[config.mk]
export PLATFORM = sky130hd
export DESIGN_NAME = sensor_response_frame_decoder_unit
export DESIGN_NICKNAME = d
export VERILOG_FILES = /design/src/rtl/core/srfd_pkg.sv /design/src/rtl/core/srfd_front.sv /design/src/rtl/core/srfd_queue.sv /design/src/rtl/core/srfd_back.sv /design/src/rtl/core/sensor_response_frame_decoder_unit.sv
export SDC_FILE = /design/constraint.sdc
export NUM_CORES = 1
export LEC_CHECK = 0
export BUFFER_PORTS_ARGS = -buffer_cell sky130_fd_sc_hd__buf_2
export CAP_MARGIN = 25
export CELL_PAD_IN_SITES_DETAIL_PLACEMENT = 0
export CELL_PAD_IN_SITES_GLOBAL_PLACEMENT = 1
export CORE_MARGIN = 10
export CORE_UTILIZATION = 40
export DETAILED_ROUTE_END_ITERATION = 10
export GPL_TIMING_DRIVEN = 0
export HOLD_SLACK_MARGIN = 0.12
export PLACE_DENSITY = 0.62
export SKIP_CTS_REPAIR_TIMING = 1
export SLEW_MARGIN = 10
export SYNTH_ARGS = -nofsm -noshare
export SYNTH_HDL_FRONTEND = slang
export SYNTH_SLANG_ARGS = --single-unit
[constraint.sdc]
create_clock -name clk -period 9.4 [get_ports clk]
set_clock_uncertainty 0.2 [all_clocks]
set_input_delay 1.88 -clock clk [delete_from_list [all_inputs] [get_ports clk]]
set_output_delay 1.88 -clock clk [all_outputs]
set_load 0.01 [all_outputs]
[src/rtl/core/srfd_pkg.sv]
// srfd_pkg: shared types, constants and functions for the sensor response frame decoder
// used by srfd_front, srfd_queue, srfd_back and the top level; no dependencies

package srfd_pkg;

    // read mode register codes
    localparam logic [1:0] MODE_TEMP = 2'd0;
    localparam logic [1:0] MODE_HUM  = 2'd1;
    localparam logic [1:0] MODE_BOTH = 2'd2;

    // crc-16/modbus constants
    localparam logic [15:0] CRC_INIT = 16'hFFFF;
    localparam logic [15:0] CRC_POLY = 16'hA001;

    // byte positions inside a frame
    localparam logic [3:0] POS_WORD1_HI      = 4'd2;
    localparam logic [3:0] POS_WORD1_LO      = 4'd3;
    localparam logic [3:0] POS_WORD2_HI      = 4'd4;
    localparam logic [3:0] POS_WORD2_LO      = 4'd5;
    localparam logic [3:0] POS_CRC_LO_SINGLE = 4'd4;
    localparam logic [3:0] POS_CRC_LO_BOTH   = 4'd6;

    // one complete frame, handed from the front to the back
    typedef struct packed {
        logic [1:0]  mode;
        logic [15:0] calc_crc;
        logic [15:0] rx_crc;
        logic [15:0] first_word;
        logic [15:0] second_word;
    } frame_rec_t;

    // one decoded result
    typedef struct packed {
        logic signed [15:0] temperature_tenths;
        logic               temperature_valid;
        logic [15:0]        humidity_tenths;
        logic               humidity_valid;
        logic               crc_ok;
    } result_t;

    // handshake between a queue and its producer or consumer
    typedef struct packed {
        logic push;
        logic full;
    } queue_wr_t;

    typedef struct packed {
        logic pop;
        logic empty;
    } queue_rd_t;

    // reflected crc update, one byte in eight shift steps
    function automatic logic [15:0] crc_byte(input logic [15:0] crc_in, input logic [7:0] b);
        logic [15:0] c;
        c = crc_in ^ {8'h00, b};
        for (int i = 0; i < 8; i++)
        begin
            if (c[0])
                c = (c >> 1) ^ CRC_POLY;
            else
                c = c >> 1;
        end
        return c;
    endfunction

    // sign-magnitude word to two's complement
    function automatic logic signed [15:0] sign_mag_to_twos(input logic [15:0] w);
        logic [15:0] r;
        if (w[15])
            r = 16'd0 - {1'b0, w[14:0]};
        else
            r = w;
        return signed'(r);
    endfunction

endpackage

[src/rtl/core/srfd_front.sv]
// srfd_front: takes response bytes, runs the crc and byte position, captures data words
// depends on srfd_pkg; pushes one frame record per completed frame into the queue

module srfd_front
(
    input  logic                  clk,
    input  logic                  rst_n,
    input  logic [1:0]            read_mode,
    input  logic                  in_valid,
    output logic                  in_ready,
    input  logic [7:0]            data_byte,
    input  logic                  frame_start,
    output srfd_pkg::queue_wr_t   qwr,
    input  logic                  q_full,
    output srfd_pkg::frame_rec_t  rec
);

    logic [15:0] crc_reg, crc_next;
    logic [3:0]  pos_reg, pos_next;
    logic [15:0] first_word_reg, first_word_next;
    logic [15:0] second_word_reg, second_word_next;
    logic [7:0]  rx_low_reg, rx_low_next;

    logic        accept;
    logic        both;
    logic [3:0]  crc_lo_pos;
    logic [3:0]  pos_eff;
    logic [15:0] crc_eff;
    logic        is_last;

    assign in_ready   = !q_full;
    assign accept     = in_valid && in_ready;
    assign both       = read_mode[1];
    assign crc_lo_pos = both ? srfd_pkg::POS_CRC_LO_BOTH : srfd_pkg::POS_CRC_LO_SINGLE;
    assign pos_eff    = frame_start ? 4'd0 : pos_reg;
    assign crc_eff    = frame_start ? srfd_pkg::CRC_INIT : crc_reg;
    assign is_last    = pos_eff > crc_lo_pos;

    // classify the byte and update frame state
    always_comb
    begin
        crc_next         = crc_reg;
        pos_next         = pos_reg;
        first_word_next  = first_word_reg;
        second_word_next = second_word_reg;
        rx_low_next      = rx_low_reg;
        if (accept)
        begin
            if (pos_eff < crc_lo_pos)
            begin
                crc_next = srfd_pkg::crc_byte(crc_eff, data_byte);
                pos_next = pos_eff + 4'd1;
                case (pos_eff)
                    srfd_pkg::POS_WORD1_HI: first_word_next  = {data_byte, first_word_reg[7:0]};
                    srfd_pkg::POS_WORD1_LO: first_word_next  = {first_word_reg[15:8], data_byte};
                    srfd_pkg::POS_WORD2_HI: second_word_next = {data_byte, second_word_reg[7:0]};
                    srfd_pkg::POS_WORD2_LO: second_word_next = {second_word_reg[15:8], data_byte};
                    default: ;
                endcase
            end
            else if (pos_eff == crc_lo_pos)
            begin
                crc_next    = crc_eff;
                rx_low_next = data_byte;
                pos_next    = pos_eff + 4'd1;
            end
            else
            begin
                crc_next = srfd_pkg::CRC_INIT;
                pos_next = 4'd0;
            end
        end
    end

    // frame state registers
    always_ff @(posedge clk or negedge rst_n)
    begin
        if (!rst_n)
        begin
            crc_reg         <= srfd_pkg::CRC_INIT;
            pos_reg         <= 4'd0;
            first_word_reg  <= 16'd0;
            second_word_reg <= 16'd0;
            rx_low_reg      <= 8'd0;
        end
        else
        begin
            crc_reg         <= crc_next;
            pos_reg         <= pos_next;
            first_word_reg  <= first_word_next;
            second_word_reg <= second_word_next;
            rx_low_reg      <= rx_low_next;
        end
    end

    // completed frame record
    assign qwr.push        = accept && is_last;
    assign qwr.full        = q_full;
    assign rec.mode        = read_mode;
    assign rec.calc_crc    = crc_eff;
    assign rec.rx_crc      = {data_byte, rx_low_reg};
    assign rec.first_word  = first_word_reg;
    assign rec.second_word = second_word_reg;

endmodule

[src/rtl/core/srfd_queue.sv]
// srfd_queue: small register queue of frame records between front and back
// depends on srfd_pkg for the handshake structs

module srfd_queue
#(
    parameter int WIDTH = 66,
    parameter int DEPTH = 2
)
(
    input  logic                clk,
    input  logic                rst_n,
    input  srfd_pkg::queue_wr_t wr,
    input  logic [WIDTH-1:0]    wr_data,
    output logic                full,
    input  srfd_pkg::queue_rd_t rd,
    output logic                empty,
    output logic [WIDTH-1:0]    rd_data
);

    localparam int PW = (DEPTH > 1) ? $clog2(DEPTH) : 1;
    localparam int CW = $clog2(DEPTH + 1);
    localparam logic [PW-1:0] LAST_IDX = PW'(DEPTH - 1);
    localparam logic [CW-1:0] FULL_CNT = CW'(DEPTH);

    logic [WIDTH-1:0] mem_reg [DEPTH];
    logic [PW-1:0]    wr_ptr_reg, wr_ptr_next;
    logic [PW-1:0]    rd_ptr_reg, rd_ptr_next;
    logic [CW-1:0]    count_reg, count_next;
    logic             do_push, do_pop;

    assign full    = count_reg == FULL_CNT;
    assign empty   = count_reg == '0;
    assign do_push = wr.push && !full;
    assign do_pop  = rd.pop && !empty;
    assign rd_data = mem_reg[rd_ptr_reg];

    // pointer and count update
    always_comb
    begin
        wr_ptr_next = wr_ptr_reg;
        rd_ptr_next = rd_ptr_reg;
        count_next  = count_reg;
        if (do_push)
            wr_ptr_next = (wr_ptr_reg == LAST_IDX) ? '0 : wr_ptr_reg + PW'(1);
        if (do_pop)
            rd_ptr_next = (rd_ptr_reg == LAST_IDX) ? '0 : rd_ptr_reg + PW'(1);
        if (do_push && !do_pop)
            count_next = count_reg + CW'(1);
        else if (do_pop && !do_push)
            count_next = count_reg - CW'(1);
    end

    always_ff @(posedge clk or negedge rst_n)
    begin
        if (!rst_n)
        begin
            wr_ptr_reg <= '0;
            rd_ptr_reg <= '0;
            count_reg  <= '0;
        end
        else
        begin
            wr_ptr_reg <= wr_ptr_next;
            rd_ptr_reg <= rd_ptr_next;
            count_reg  <= count_next;
        end
    end

    // entry storage
    always_ff @(posedge clk)
    begin
        if (do_push)
            mem_reg[wr_ptr_reg] <= wr_data;
    end

    // checks
    a_count_bound: assert property (@(posedge clk) disable iff (!rst_n)
        count_reg <= FULL_CNT)
        else $error("queue count beyond depth");

    a_no_push_full: assert property (@(posedge clk) disable iff (!rst_n)
        full |-> !wr.push)
        else $error("push into full queue");

    a_count_grows: assert property (@(posedge clk) disable iff (!rst_n)
        (do_push && !do_pop) |=> count_reg == $past(count_reg) + CW'(1))
        else $error("queue count did not grow on push");

endmodule

[src/rtl/core/srfd_back.sv]
// srfd_back: decodes queued frame records into results and holds the output register
// depends on srfd_pkg

module srfd_back
(
    input  logic                  clk,
    input  logic                  rst_n,
    input  srfd_pkg::frame_rec_t  rec,
    input  logic                  q_empty,
    output srfd_pkg::queue_rd_t   qrd,
    output logic                  out_valid,
    input  logic                  out_ready,
    output srfd_pkg::result_t     res
);

    logic                  out_valid_reg, out_valid_next;
    srfd_pkg::result_t     res_reg;
    srfd_pkg::result_t     res_next;
    logic                  load;
    logic                  both, has_h, has_t, ok;
    logic [15:0]           tw;

    assign load = !q_empty && (!out_valid_reg || out_ready);

    // decode the record at the queue head
    always_comb
    begin
        both  = rec.mode[1];
        has_h = both || (rec.mode == srfd_pkg::MODE_HUM);
        has_t = both || (rec.mode == srfd_pkg::MODE_TEMP);
        ok    = rec.rx_crc == rec.calc_crc;
        tw    = both ? rec.second_word : rec.first_word;
        res_next.crc_ok             = ok;
        res_next.humidity_valid     = has_h && ok;
        res_next.humidity_tenths    = has_h ? rec.first_word : 16'd0;
        res_next.temperature_valid  = has_t && ok;
        res_next.temperature_tenths = has_t ? srfd_pkg::sign_mag_to_twos(tw) : 16'sd0;
    end

    // output register valid
    always_comb
    begin
        out_valid_next = out_valid_reg;
        if (load)
            out_valid_next = 1'b1;
        else if (out_ready)
            out_valid_next = 1'b0;
    end

    always_ff @(posedge clk or negedge rst_n)
    begin
        if (!rst_n)
            out_valid_reg <= 1'b0;
        else
            out_valid_reg <= out_valid_next;
    end

    always_ff @(posedge clk)
    begin
        if (load)
            res_reg <= res_next;
    end

    assign qrd.pop   = load;
    assign qrd.empty = q_empty;
    assign out_valid = out_valid_reg;
    assign res       = res_reg;

    // checks
    a_pop_nonempty: assert property (@(posedge clk) disable iff (!rst_n)
        qrd.pop |-> !q_empty)
        else $error("pop from empty queue");

    a_load_shows: assert property (@(posedge clk) disable iff (!rst_n)
        load |=> out_valid_reg)
        else $error("loaded result not presented");

    a_flags_need_ok: assert property (@(posedge clk) disable iff (!rst_n)
        out_valid_reg && !res_reg.crc_ok |-> !res_reg.humidity_valid && !res_reg.temperature_valid)
        else $error("valid flag set on bad crc");

endmodule

[src/rtl/core/sensor_response_frame_decoder_unit.sv]
// sensor_response_frame_decoder_unit: top level of the sensor response frame decoder
// depends on srfd_pkg, srfd_front, srfd_queue and srfd_back

// Takes one response byte per cycle on the s_ side, s_tuser marking the first byte
// of a frame. Every byte but the last two goes through a CRC-16/MODBUS update in the
// front stage; the frame length (6 or 8 bytes) follows read_mode, written on the cfg
// channel (0 temperature, 1 humidity, 2 or 3 both). At the last byte a frame record
// enters a QUEUE_DEPTH-entry queue and the back stage turns it into one result on the
// m_ side; m_tvalid rises once the record has passed the queue and the output register,
// when that register is free. Sustained rate is one byte per clock while s_tready is
// high, set by the combinational unrolled byte CRC in the front stage; s_tready drops
// only while the queue is full, which happens only when the m_ side is held off.

module sensor_response_frame_decoder_unit
#(
    parameter int QUEUE_DEPTH = 2
)
(
    input  logic        clk,
    input  logic        rst_n,
    // configuration write channel
    input  logic        cfg_valid,
    output logic        cfg_ready,
    input  logic [1:0]  cfg_data,      // read_mode
    // byte input
    input  logic        s_tvalid,
    output logic        s_tready,
    input  logic [7:0]  s_tdata,       // [7:0] data_byte
    input  logic        s_tuser,       // [0] frame_start
    // result output
    output logic        m_tvalid,
    input  logic        m_tready,
    output logic [39:0] m_tdata        // [0] crc_ok, [1] humidity_valid, [17:2] humidity_tenths,
                                       // [18] temperature_valid, [34:19] temperature_tenths,
                                       // [39:35] zero
);

    logic [1:0]            read_mode_reg;
    srfd_pkg::queue_wr_t   qwr;
    srfd_pkg::queue_rd_t   qrd;
    srfd_pkg::frame_rec_t  rec_in, rec_out;
    srfd_pkg::result_t     res;
    logic                  q_full, q_empty;

    // mode register
    assign cfg_ready = 1'b1;

    always_ff @(posedge clk or negedge rst_n)
    begin
        if (!rst_n)
            read_mode_reg <= srfd_pkg::MODE_BOTH;
        else if (cfg_valid && cfg_ready)
            read_mode_reg <= cfg_data;
    end

    // front: byte classification and crc
    srfd_front u_front
    (
        .clk         (clk),
        .rst_n       (rst_n),
        .read_mode   (read_mode_reg),
        .in_valid    (s_tvalid),
        .in_ready    (s_tready),
        .data_byte   (s_tdata),
        .frame_start (s_tuser),
        .qwr         (qwr),
        .q_full      (q_full),
        .rec         (rec_in)
    );

    // frame record queue
    srfd_queue #(
        .WIDTH ($bits(srfd_pkg::frame_rec_t)),
        .DEPTH (QUEUE_DEPTH)
    ) u_queue
    (
        .clk     (clk),
        .rst_n   (rst_n),
        .wr      (qwr),
        .wr_data (rec_in),
        .full    (q_full),
        .rd      (qrd),
        .empty   (q_empty),
        .rd_data (rec_out)
    );

    // back: decode and output register
    srfd_back u_back
    (
        .clk       (clk),
        .rst_n     (rst_n),
        .rec       (rec_out),
        .q_empty   (q_empty),
        .qrd       (qrd),
        .out_valid (m_tvalid),
        .out_ready (m_tready),
        .res       (res)
    );

    assign m_tdata = {5'd0, res};

endmodule

==> results of run 1 <==
==> final timing paths <==
kind,startpoint,endpoint
worst max-delay path,s_tuser,u_front.first_word_reg[9]$_DFFE_PN0P_
worst min-delay path,u_front.first_word_reg[7]$_DFFE_PN0P_,u_queue.mem_reg[0][23]$_DFFE_PP_
worst max register to register,u_queue.mem_reg[1][65]$_DFFE_PP_,u_back.res[31]$_SDFFCE_PN0P_
worst min register to register,u_front.first_word_reg[7]$_DFFE_PN0P_,u_queue.mem_reg[0][23]$_DFFE_PP_
max in group asynchronous,rst_n,u_front.crc_reg[5]$_DFFE_PN1N_
min in group asynchronous,rst_n,u_front.first_word_reg[13]$_DFFE_PN0P_
==> layout by cell type, fill, tap and decap left out, types with 3 or more instances in the layout <==
cell type / Yosys / layout
a211oi_1: 3 / 3
a21oi_1: 23 / 23
a41oi_1: 4 / 4
and2_1: 5 / 4
and3b_1: 4 / 4
buf_16: 0 / 3
buf_2: 13 / 63
buf_4: 10 / 11
buf_6: 4 / 8
bufinv_16: 0 / 4
clkbuf_1: 11 / 15
clkbuf_16: 0 / 29
clkinv_1: 0 / 3
clkinv_2: 0 / 3
conb_1: 2 / 6
dfrtp_1: 50 / 50
dfstp_2: 17 / 17
edfxtp_1: 167 / 167
ha_1: 7 / 7
inv_1: 8 / 8
mux2_1: 11 / 11
mux2_2: 36 / 36
mux2i_1: 30 / 30
nand2_1: 20 / 20
nand2b_1: 7 / 7
nand4_1: 5 / 5
nor2_1: 69 / 69
nor3_1: 11 / 11
nor3b_1: 8 / 8
nor4_1: 5 / 4
o21ai_0: 8 / 8
o21ai_1: 17 / 17
o22a_1: 9 / 9
or2_2: 17 / 17
or3_1: 3 / 3
xnor2_1: 38 / 38
xor2_1: 36 / 36
==> cell type report <==
class	count	area [um^2]	share of cell area
tap	324	405	0.0343
buffer	38	226	0.0192
multi-input combinational	417	3110	0.263
clock inverter	14	184	0.0156
timing repair buffer	59	400	0.0339
sequential	234	6710	0.568
inverter	8	30.0	0.00254
clock buffer	34	754	0.0638
==> per-layer routing <==
metal  vias to the layer above  track usage  wire length (um)  part of all wire
li1                       2688            -                 -                 -
met1                      2706        0.172              9490              0.45
met2                       100        0.226             10200              0.48
met3                        31       0.0245               982             0.047
met4                         0       0.0276               391             0.019
met5                         -            0                 0                 0
==> report_power, final <==
group / internal [uW] / switching, uW / total, uW
combinational: 419 / 527 / 946
sequential: 1440 / 129 / 1570
clock: 677 / 406 / 1080
total: 2540 / 1060 / 3600
==> metrics by stage <==
stage | TNS, ns | total power [uW]
after global routing | 0 | 3800
after detailed placement | 0 | 2550
after global placement | -17.70 | 2510
after CTS | 0 | 3650
after floorplan | 0 | 2230
final | 0 | 3600
==> worst max-delay path, stage by stage <==
cell,delay [ns]
buf_2,0.21
clkbuf_1,0.37
clkbuf_1,0.51
nand2b_1,0.23
inv_1,0.07
ha_1,0.23
or4b_1,0.54
clkbuf_1,0.30
mux2_1,0.39
==> logic make-up after synthesis <==
kind of cell	after synthesis
flops	234
simple gates	170
mux	79
compound gates	78
xor+xnor	77
buf+inv	46
fa+ha+maj	7
other cells	2
==> summary.md, run 1 <==
| Metric | Value |
|---|---|
| Largest net degree at the start of global routing | `61` |
| Die height | `178 um` |
| Leakage | `0.00455 uW` |
| Crit path max fanout | `10` |
| Post-Synthesis Cell Area | `0.0100 mm^2` |
| Share of cells above drive strength 1 | `0.264` |
| YS warnings | `0` |
| Avg Inst Size Synth | `14.5 um^2` |
| Die W | `178 um` |
| Core Area | `0.0245 mm^2` |
| Final non-filler cell total | `1128` |
| Initial DRC Count | `286` |
| Vias/cell | `4.90` |
| Clk sink count | `234` |
| Placed cell count | `1080` |
| Post-Place Cell Area | `0.0109 mm^2` |
| Hold Violations, Final | `0` |
| Post-synthesis mux area share | `0.0853` |
| Least-Margin Pin Slew | `0.742 ns` |
| Nets | `807` |
| Count leader, synth | `edfxtp_1` |
| # DRC | `0` |
| CP Data Arrival Time | `4.74 ns` |
| Primary FF master, synth | `edfxtp_1` |
| Worst setup EP type | `flop` |
| #FFs+latches synth | `234` |
| Required @ worst endpoint | `9.59 ns` |
| FP Rows | `57` |
| Average wire per standard cell | `18.7 um` |
| # IOs | `59` |
| Area Overhead vs Synth | `17.7%` |
| Synth unique cells | `57` |
| Critical Path Start Type | `input pin` |
| Ys async rst share | `0.286` |
| Pins Over Slew Limit | `0` |
| Hold depth | `0` |
| CTS root buf | `clkbuf_16` |
| Initial antenna violation count | `0` |
| Max frequency | `220 MHz` |
| RSZ-0062 raised after global routing | `false` |
| Vias in the first global route | `5705` |
| Final period util | `0.484` |
| Max reg flops | `132` |
| CTS buffer count | `26` |
| Final min period | `4.55 ns` |
| Final Util | `0.482` |
| TritonCTS clock tree | `built` |
| Post-DP HPWL | `14900 um` |
| Final Cell Area | `0.0118 mm^2` |
| DR pass1 iterations | `6` |
| Top post-synthesis cells by count | `edfxtp_1 (167), nor2_1 (69), dfrtp_1 (50)` |
| Min Hold Slack | `0.246 ns` |
| Share of the synthesized area in the top cell type | `0.499` |
| CP Class | `input pin to flop` |
| Post-synthesis compound-gate area fraction | `0.0533` |
| Port Buf Inserts | `51` |
| Synth area leader | `edfxtp_1` |
| GRT Total Usage | `0.132` |
| Gr ovfl total | `0` |
| Pwr per Cell Area | `305 mW/mm^2` |
| R2R setup slack | `6.48 ns` |
| Drt total wl | `21100 um` |
| Clk buf depth | `3` |
| Initial core utilization | `0.409` |
| Post-Synth Adder-Cell Area | `0.00872` |
| DP Worst Slack | `4.31 ns` |
| Peak supply drop | `168 uV` |
| Final RePlAce weighted congestion | `0.805` |
| Reg2Reg Depth | `10` |
| Mapped Cells | `693` |
| # diodes | `0` |
| Slew Limit Headroom | `0.502` |
| First-pass GRT wire length | `32900 um` |
| Final setup viols | `0` |
| Worst Slack Setup Final | `4.85 ns` |
| Post-synthesis sequential area ratio | `0.668` |
| Max Cap Viol | `0` |
| Top post-synthesis cells by area | `edfxtp_1 (50%), dfrtp_1 (12%), dfstp_2 (4.4%)` |
| Clk_lat worst skew | `0.53 ns` |
| FILL cells | `2172` |
| Die area | `0.0319 mm^2` |
| Post-Synth Simple-Gate Area | `0.0874` |
| Vias | `5525` |
| Hold/Removal Path Class | `flop to flop` |
| Status | `completed` |
| Largest family of logic cells by synthesized area | `simple AND/OR/NAND/NOR gates` |
| Number of H-tree levels | `1` |
| EDFF count, synth | `167` |
| Clock transition at the registers of the reported paths | `0.06 ns` |
| Antenna-violating nets left | `0` |
| Synth Area in XOR/XNOR | `0.0707` |
No activity file was read; power rests on OpenSTA's default activity.
==> inputs of run 2 (changes only) <==
Clock period 9.4 ns to 4.4 ns, I/O delays scaled along.
==> run 2 against run 1 <==
Sequential power increased by 110%. First-iteration DRC count increased by 33%. Register-to-register slack got worse by 5.0 ns. Setup slack got worse by 3.6 ns. Wire length increased by 0.43%. Clock power increased by 130%. Sequential share of layout area decreased by 0.68 points. Core utilization increased by 0.59 points. Total power increased by 120%. Critical path depth unchanged.
==> summary.md, run 2 (synthesis gave the netlist of run 1 again) <==
| Metric | Value |
|---|---|
| Vias | `5544 (+0.34%)` |
| Worst R2R Start | `u_queue.mem_reg[1][65]$_DFFE_PP_` |
| Largest net degree at the start of global routing | `60 (-1.6%)` |
| Crit path max fanout | `10 (unchanged)` |
| CP startpoint | `s_tuser` |
| Antenna-violating nets left | `0 (unchanged)` |
| First-pass GRT wire length | `33000 um (+0.11%)` |
| Max frequency | `318 MHz` |
| Final Cell Area | `0.0120 mm^2 (+1.2%)` |
| CP Data Arrival Time | `3.34 ns (-1.40 ns)` |
| Nets | `808 (+0.12%)` |
| Die height | `178 um (unchanged)` |
| Total power | `7860 uW (+120%)` |
| Status | `completed` |
| Initial antenna violation count | `0 (unchanged)` |
| CTS root buf | `clkbuf_16` |
| Clk sink count | `234 (unchanged)` |
| Initial core utilization | `0.409 (unchanged)` |
| Port Buf Inserts | `51 (unchanged)` |
| Clk_lat worst skew | `0.52 ns (about the same)` |
| Highest-count cells in the layout ignoring fill and taps | `edfxtp_1 (167), nor2_1 (69), buf_2 (62), dfrtp_1 (50), xnor2_1 (38)` |
| Critical Path Start Type | `input pin` |
| GRT Total Usage | `0.133 (+0.000614)` |
| Worst Slack Setup Final | `1.26 ns (-3.59 ns)` |
| Final setup viols | `0 (unchanged)` |
| Pwr per Cell Area | `657 mW/mm^2 (+120%)` |
| Commonest non-fill, non-tap cell in the layout | `edfxtp_1` |
| Core Area | `0.0245 mm^2 (unchanged)` |
| Area Overhead vs Synth | `19.1%` |
| Average wire per standard cell | `18.7 um (+0.34%)` |
| Max Cap Viol | `0 (unchanged)` |
| Post-Place Cell Area | `0.0110 mm^2 (+0.64%)` |
| Min Hold Slack | `0.267 ns (+0.0210 ns)` |
| DR pass1 iterations | `5 (-1)` |
| Hold/Removal Path Class | `flop to flop` |
| Slew Limit Headroom | `0.465 (-0.0370)` |
| Final Util | `0.488 (+0.00587)` |
| Pins Over Slew Limit | `0 (unchanged)` |
| Required @ worst endpoint | `4.60 ns (-4.99 ns)` |
| Post-DP HPWL | `15000 um (+0.29%)` |
| Worst hold start | `u_front.first_word_reg[14]$_DFFE_PN0P_` |
| # DRC | `0 (unchanged)` |
| FP Rows | `57 (unchanged)` |
| RSZ-0062 raised after global routing | `false` |
| Clk buf depth | `3 (unchanged)` |
| # IOs | `59 (unchanged)` |
| Die area | `0.0319 mm^2 (unchanged)` |
| Hold depth | `0 (unchanged)` |
| Vias in the first global route | `5646 (-1.0%)` |
| Final period util | `0.714` |
| Least-Margin Pin Slew | `0.797 ns (+0.0551 ns)` |
| Clock transition at the registers of the reported paths | `0.06 ns (about the same)` |
| Leakage | `0.00461 uW (+1.4%)` |
| Initial DRC Count | `380 (+33%)` |
| DP Worst Slack | `0.670 ns (-3.64 ns)` |
| Reg2Reg Depth | `10 (unchanged)` |
| CTS buffer count | `26 (unchanged)` |
| Peak supply drop | `376 uV (+120%)` |
| Vias/cell | `4.91 (+0.26%)` |
| Worst setup EP type | `flop` |
| Gr ovfl total | `0 (unchanged)` |
| # diodes | `0 (unchanged)` |
| Number of H-tree levels | `1 (unchanged)` |
| TritonCTS clock tree | `built` |
| Die W | `178 um (unchanged)` |
| Final RePlAce weighted congestion | `0.819 (+1.7%)` |
| Share of cells above drive strength 1 | `0.276 (+0.0121)` |
| CP Class | `input pin to flop` |
| Hold Violations, Final | `0 (unchanged)` |
| Final min period | `3.14 ns` |
| Drt total wl | `21200 um (+0.43%)` |
| Max reg flops | `132 (unchanged)` |
[run 2: worst max-delay path, stage by stage]
cell	delay (ns)
buf_8	0.11
clkbuf_8	0.16
clkbuf_1	0.41
nand2b_1	0.23
inv_1	0.08
ha_1	0.23
or4b_1	0.52
clkbuf_1	0.31
mux2_1	0.40
[run 2: layout make-up]
class / instances / area (um^2)
Sequential cell: 234 / 6710
Fill cell: 2178 / 12600
Clock inverter: 13 / 246
Multi-Input combinational cell: 417 / 3160
Timing Repair Buffer: 60 / 414
Tap cell: 324 / 405
Clock buffer: 35 / 756
Inverter: 8 / 30.0
Buffer: 38 / 246
[run 2: final timing paths]
kind,to,slack (ns)
worst min register to register,u_queue.mem_reg[0][30]$_DFFE_PP_,0.27
min in group asynchronous,u_front.rx_low_reg[7]$_DFFE_PN0P_,0.54
max in group asynchronous,read_mode_reg[1]$_DFFE_PN1P_,2.87
worst max-delay path,u_front.first_word_reg[9]$_DFFE_PN0P_,1.26
worst max register to register,u_back.res[31]$_SDFFCE_PN0P_,1.46
worst min-delay path,u_queue.mem_reg[0][30]$_DFFE_PP_,0.27
[run 2: layer usage]
metal / track usage / wire length [um] / share of wire
met1: 0.173 / 9380 / 0.44
met2: 0.222 / 10200 / 0.48
met3: 0.0273 / 1180 / 0.056
met4: 0.0313 / 431 / 0.020
met5: 0 / 0 / 0
[run 2: where the power goes]
group	internal (uW)	switching (uW)
clock	1610	844
combinational	917	1120
sequential	3090	280
[run 2: metrics by stage]
| stage | std cells | setup TNS, ns |
|---|---|---|
| after global placement | 1072 | -166.01 |
| after CTS | 1128 | 0 |
| after global routing | 1129 | 0 |
| final | 1129 | 0 |
| after floorplan | 697 | -8.49 |
| after detailed placement | 1080 | 0 |
==> inputs of run 3 (changes only) <==
Clock period 4.4 ns to 2.9 ns, I/O delays scaled along.
==> run 3 against run 2 <==
Critical path depth decreased by 1. Cell count is 0.80% higher. First-iteration DRC count is 7.1% lower. Count of clock-buffer cells in the layout is 2 higher. Setup slack got worse by 1.1 ns. Core utilization decreased by 0.38 points. Global-route usage shrank 0.052 points. Register-to-register slack lost 1.3 ns. Combinational power is 54% higher. Total power increased by 44%. Wire length rose by 1.9%. Critical endpoint is now u_front.crc_reg[0]$_DFFE_PN1N_. Largest power group unchanged. Highest routed layer unchanged.
==> summary.md, run 3 (synthesis gave the netlist of run 1 again) <==
| Metric | Value |
|---|---|
| Reg-to-reg critical path endpoint | `u_back.res[26]$_SDFFCE_PN0P_` |
| Peak supply drop | `462 uV (+23%)` |
| Die area | `0.0319 mm^2 (unchanged)` |
| Die W | `178 um (unchanged)` |
| Hold/Removal Path Class | `input pin to flop` |
| CP startpoint | `s_tdata[1]` |
| CP Class | `input pin to flop` |
| Max Cap Viol | `0 (unchanged)` |
| Leakage | `0.00456 uW (-1.1%)` |
| GRT Total Usage | `0.132 (-0.000521)` |
| CP Data Arrival Time | `3.02 ns (-0.32 ns)` |
| Final Util | `0.484 (-0.00377)` |
| First-pass GRT wire length | `33000 um (about the same)` |
| Slowest CP cell | `dlygate4sd3_1` |
| Clk buf depth | `3 (unchanged)` |
| Status | `completed` |
| Vias | `5549 (+0.090%)` |
| Clk sink count | `234 (unchanged)` |
| Vias/cell | `4.88 (-0.70%)` |
| Average wire per standard cell | `19.0 um (+1.1%)` |
| Share of cells above drive strength 1 | `0.273 (-0.00305)` |
| FILL cells | `2201 (+1.1%)` |
| Highest-count cells in the layout ignoring fill and taps | `edfxtp_1 (167), nor2_1 (68), buf_2 (62), dfrtp_1 (50), xnor2_1 (38)` |
| Worst path cell trace | `dlygate4sd3_1 -> buf_2 -> buf_4 -> xnor2_2 -> xor2_1 -> xnor3_2 -> xnor3_1 -> o32a_1` |
| CP max stage delay | `0.54 ns (+0.02 ns)` |
| Antenna-violating nets left | `0 (unchanged)` |
| Gr ovfl total | `0 (unchanged)` |
| Die height | `178 um (unchanged)` |
| Worst R2R Start | `u_queue.mem_reg[1][65]$_DFFE_PP_` |
| Required @ worst endpoint | `3.14 ns (-1.46 ns)` |
| CTS root buf | `clkbuf_16` |
| FP Rows | `57 (unchanged)` |
| Initial antenna violation count | `0 (unchanged)` |
| Final period util | `0.958` |
| Nets | `819 (+1.4%)` |
| Largest net degree at the start of global routing | `67 (+12%)` |
| Min Hold Slack | `0.130 ns (-0.137 ns)` |
| Drt total wl | `21600 um (+1.9%)` |
| Crit path max fanout | `7 (-3)` |
| # IOs | `59 (unchanged)` |
| Final min period | `2.78 ns` |
| Clk_lat worst skew | `0.51 ns (about the same)` |
| Final RePlAce weighted congestion | `0.814 (-0.61%)` |
| # DRC | `0 (unchanged)` |
| Critical Path Start Type | `input pin` |
| Max reg flops | `132 (unchanged)` |
| Reg2Reg Depth | `8 (-2)` |
| Final setup viols | `0 (unchanged)` |
| Commonest non-fill, non-tap cell in the layout | `edfxtp_1` |
| Post-DP HPWL | `15000 um (-0.14%)` |
| Max frequency | `360 MHz` |
| Hold Violations, Final | `0 (unchanged)` |
| # diodes | `0 (unchanged)` |
| TritonCTS clock tree | `built` |
| Least-Margin Pin Slew | `0.645 ns (-0.152 ns)` |
| CTS buffer count | `25 (-3.8%)` |
| RSZ-0062 raised after global routing | `false` |
| Port Buf Inserts | `51 (unchanged)` |
| Slew Limit Headroom | `0.565 (+0.101)` |
| Core Area | `0.0245 mm^2 (unchanged)` |
| Clock transition at the registers of the reported paths | `0.06 ns (about the same)` |
| Area Overhead vs Synth | `18.2%` |
| Number of H-tree levels | `1 (unchanged)` |
| Initial core utilization | `0.409 (unchanged)` |
| Pwr per Cell Area | `951 mW/mm^2 (+45%)` |
| Initial DRC Count | `353 (-7.1%)` |
| DR pass1 iterations | `4 (-1)` |
| R2R setup slack | `0.17 ns (-1.29 ns)` |
| Vias in the first global route | `5673 (+0.48%)` |
| Worst setup EP type | `flop` |
| Critical Path Sink | `u_front.crc_reg[0]$_DFFE_PN1N_` |
| Pins Over Slew Limit | `0 (unchanged)` |
[run 3: where the power goes]
part / switching, uW / internal, uW / leakage (uW) / total [uW]
logic: 1730 / 1420 / 0.00181 / 3150
clock network: 1220 / 1800 / 0.000392 / 3020
registers: 438 / 4680 / 0.00236 / 5120
[run 3: layer usage]
metal  vias to the layer above  wire length [um]  global-route usage
li1                       2724                 -                   -
met1                      2677              9410               0.169
met2                       106             10400               0.222
met3                        42              1160              0.0254
met4                         0               615              0.0420
met5                         -                 0                   0
[run 3: stage by stage]
| step | area (um^2) | setup TNS, ns | setup slack, ns | std cells | power, uW |
|---|---|---|---|---|---|
| finish | 11900 | 0 | 0.121 | 1138 | 11300 |
| floorplan | 10100 | -87.69 | -1.33 | 697 | 7290 |
| global route | 11900 | 0 | 0.0141 | 1138 | 11900 |
| detailed placement | 10900 | -62.80 | -0.654 | 1079 | 8320 |
| CTS | 11700 | -1.72 | -0.120 | 1124 | 11400 |
| global placement | 10800 | -217.67 | -2.78 | 1072 | 8180 |
[run 3: worst min-delay path by stage]
stage                                            from                           endpoint  cells after the start
2_1_floorplan                                   rst_n       read_mode_reg[0]$_DFFE_PN0P_                      0
3_3_place_gp   u_front.second_word_reg[5]$_DFFE_PN0P_    u_queue.mem_reg[1][5]$_DFFE_PP_                      0
6_report                                    cfg_valid       read_mode_reg[1]$_DFFE_PN1P_                      2
4_1_cts                                         rst_n  u_front.rx_low_reg[7]$_DFFE_PN0P_                      1
5_1_grt                                     cfg_valid       read_mode_reg[1]$_DFFE_PN1P_                      2
3_5_place_dp    u_front.first_word_reg[7]$_DFFE_PN0P_   u_queue.mem_reg[0][23]$_DFFE_PP_                      0
[run 3: worst max-delay path: cells and delay by family]
family	cells	cell delay, ns
AO/OA/AOI/OAI	1	0.31
XOR/XNOR	4	1.26
buffers and inverters	3	0.86
[run 3: final cells by class]
class,instances,area (um^2),share of cell area
clock buffer,37,721,0.0607
multi-input combinational,418,3200,0.269
sequential,234,6710,0.565
inverter,8,30.0,0.00253
buffer,38,248,0.0209
tap,324,405,0.0341
timing repair buffer,71,495,0.0417
clock inverter,8,65.1,0.00548
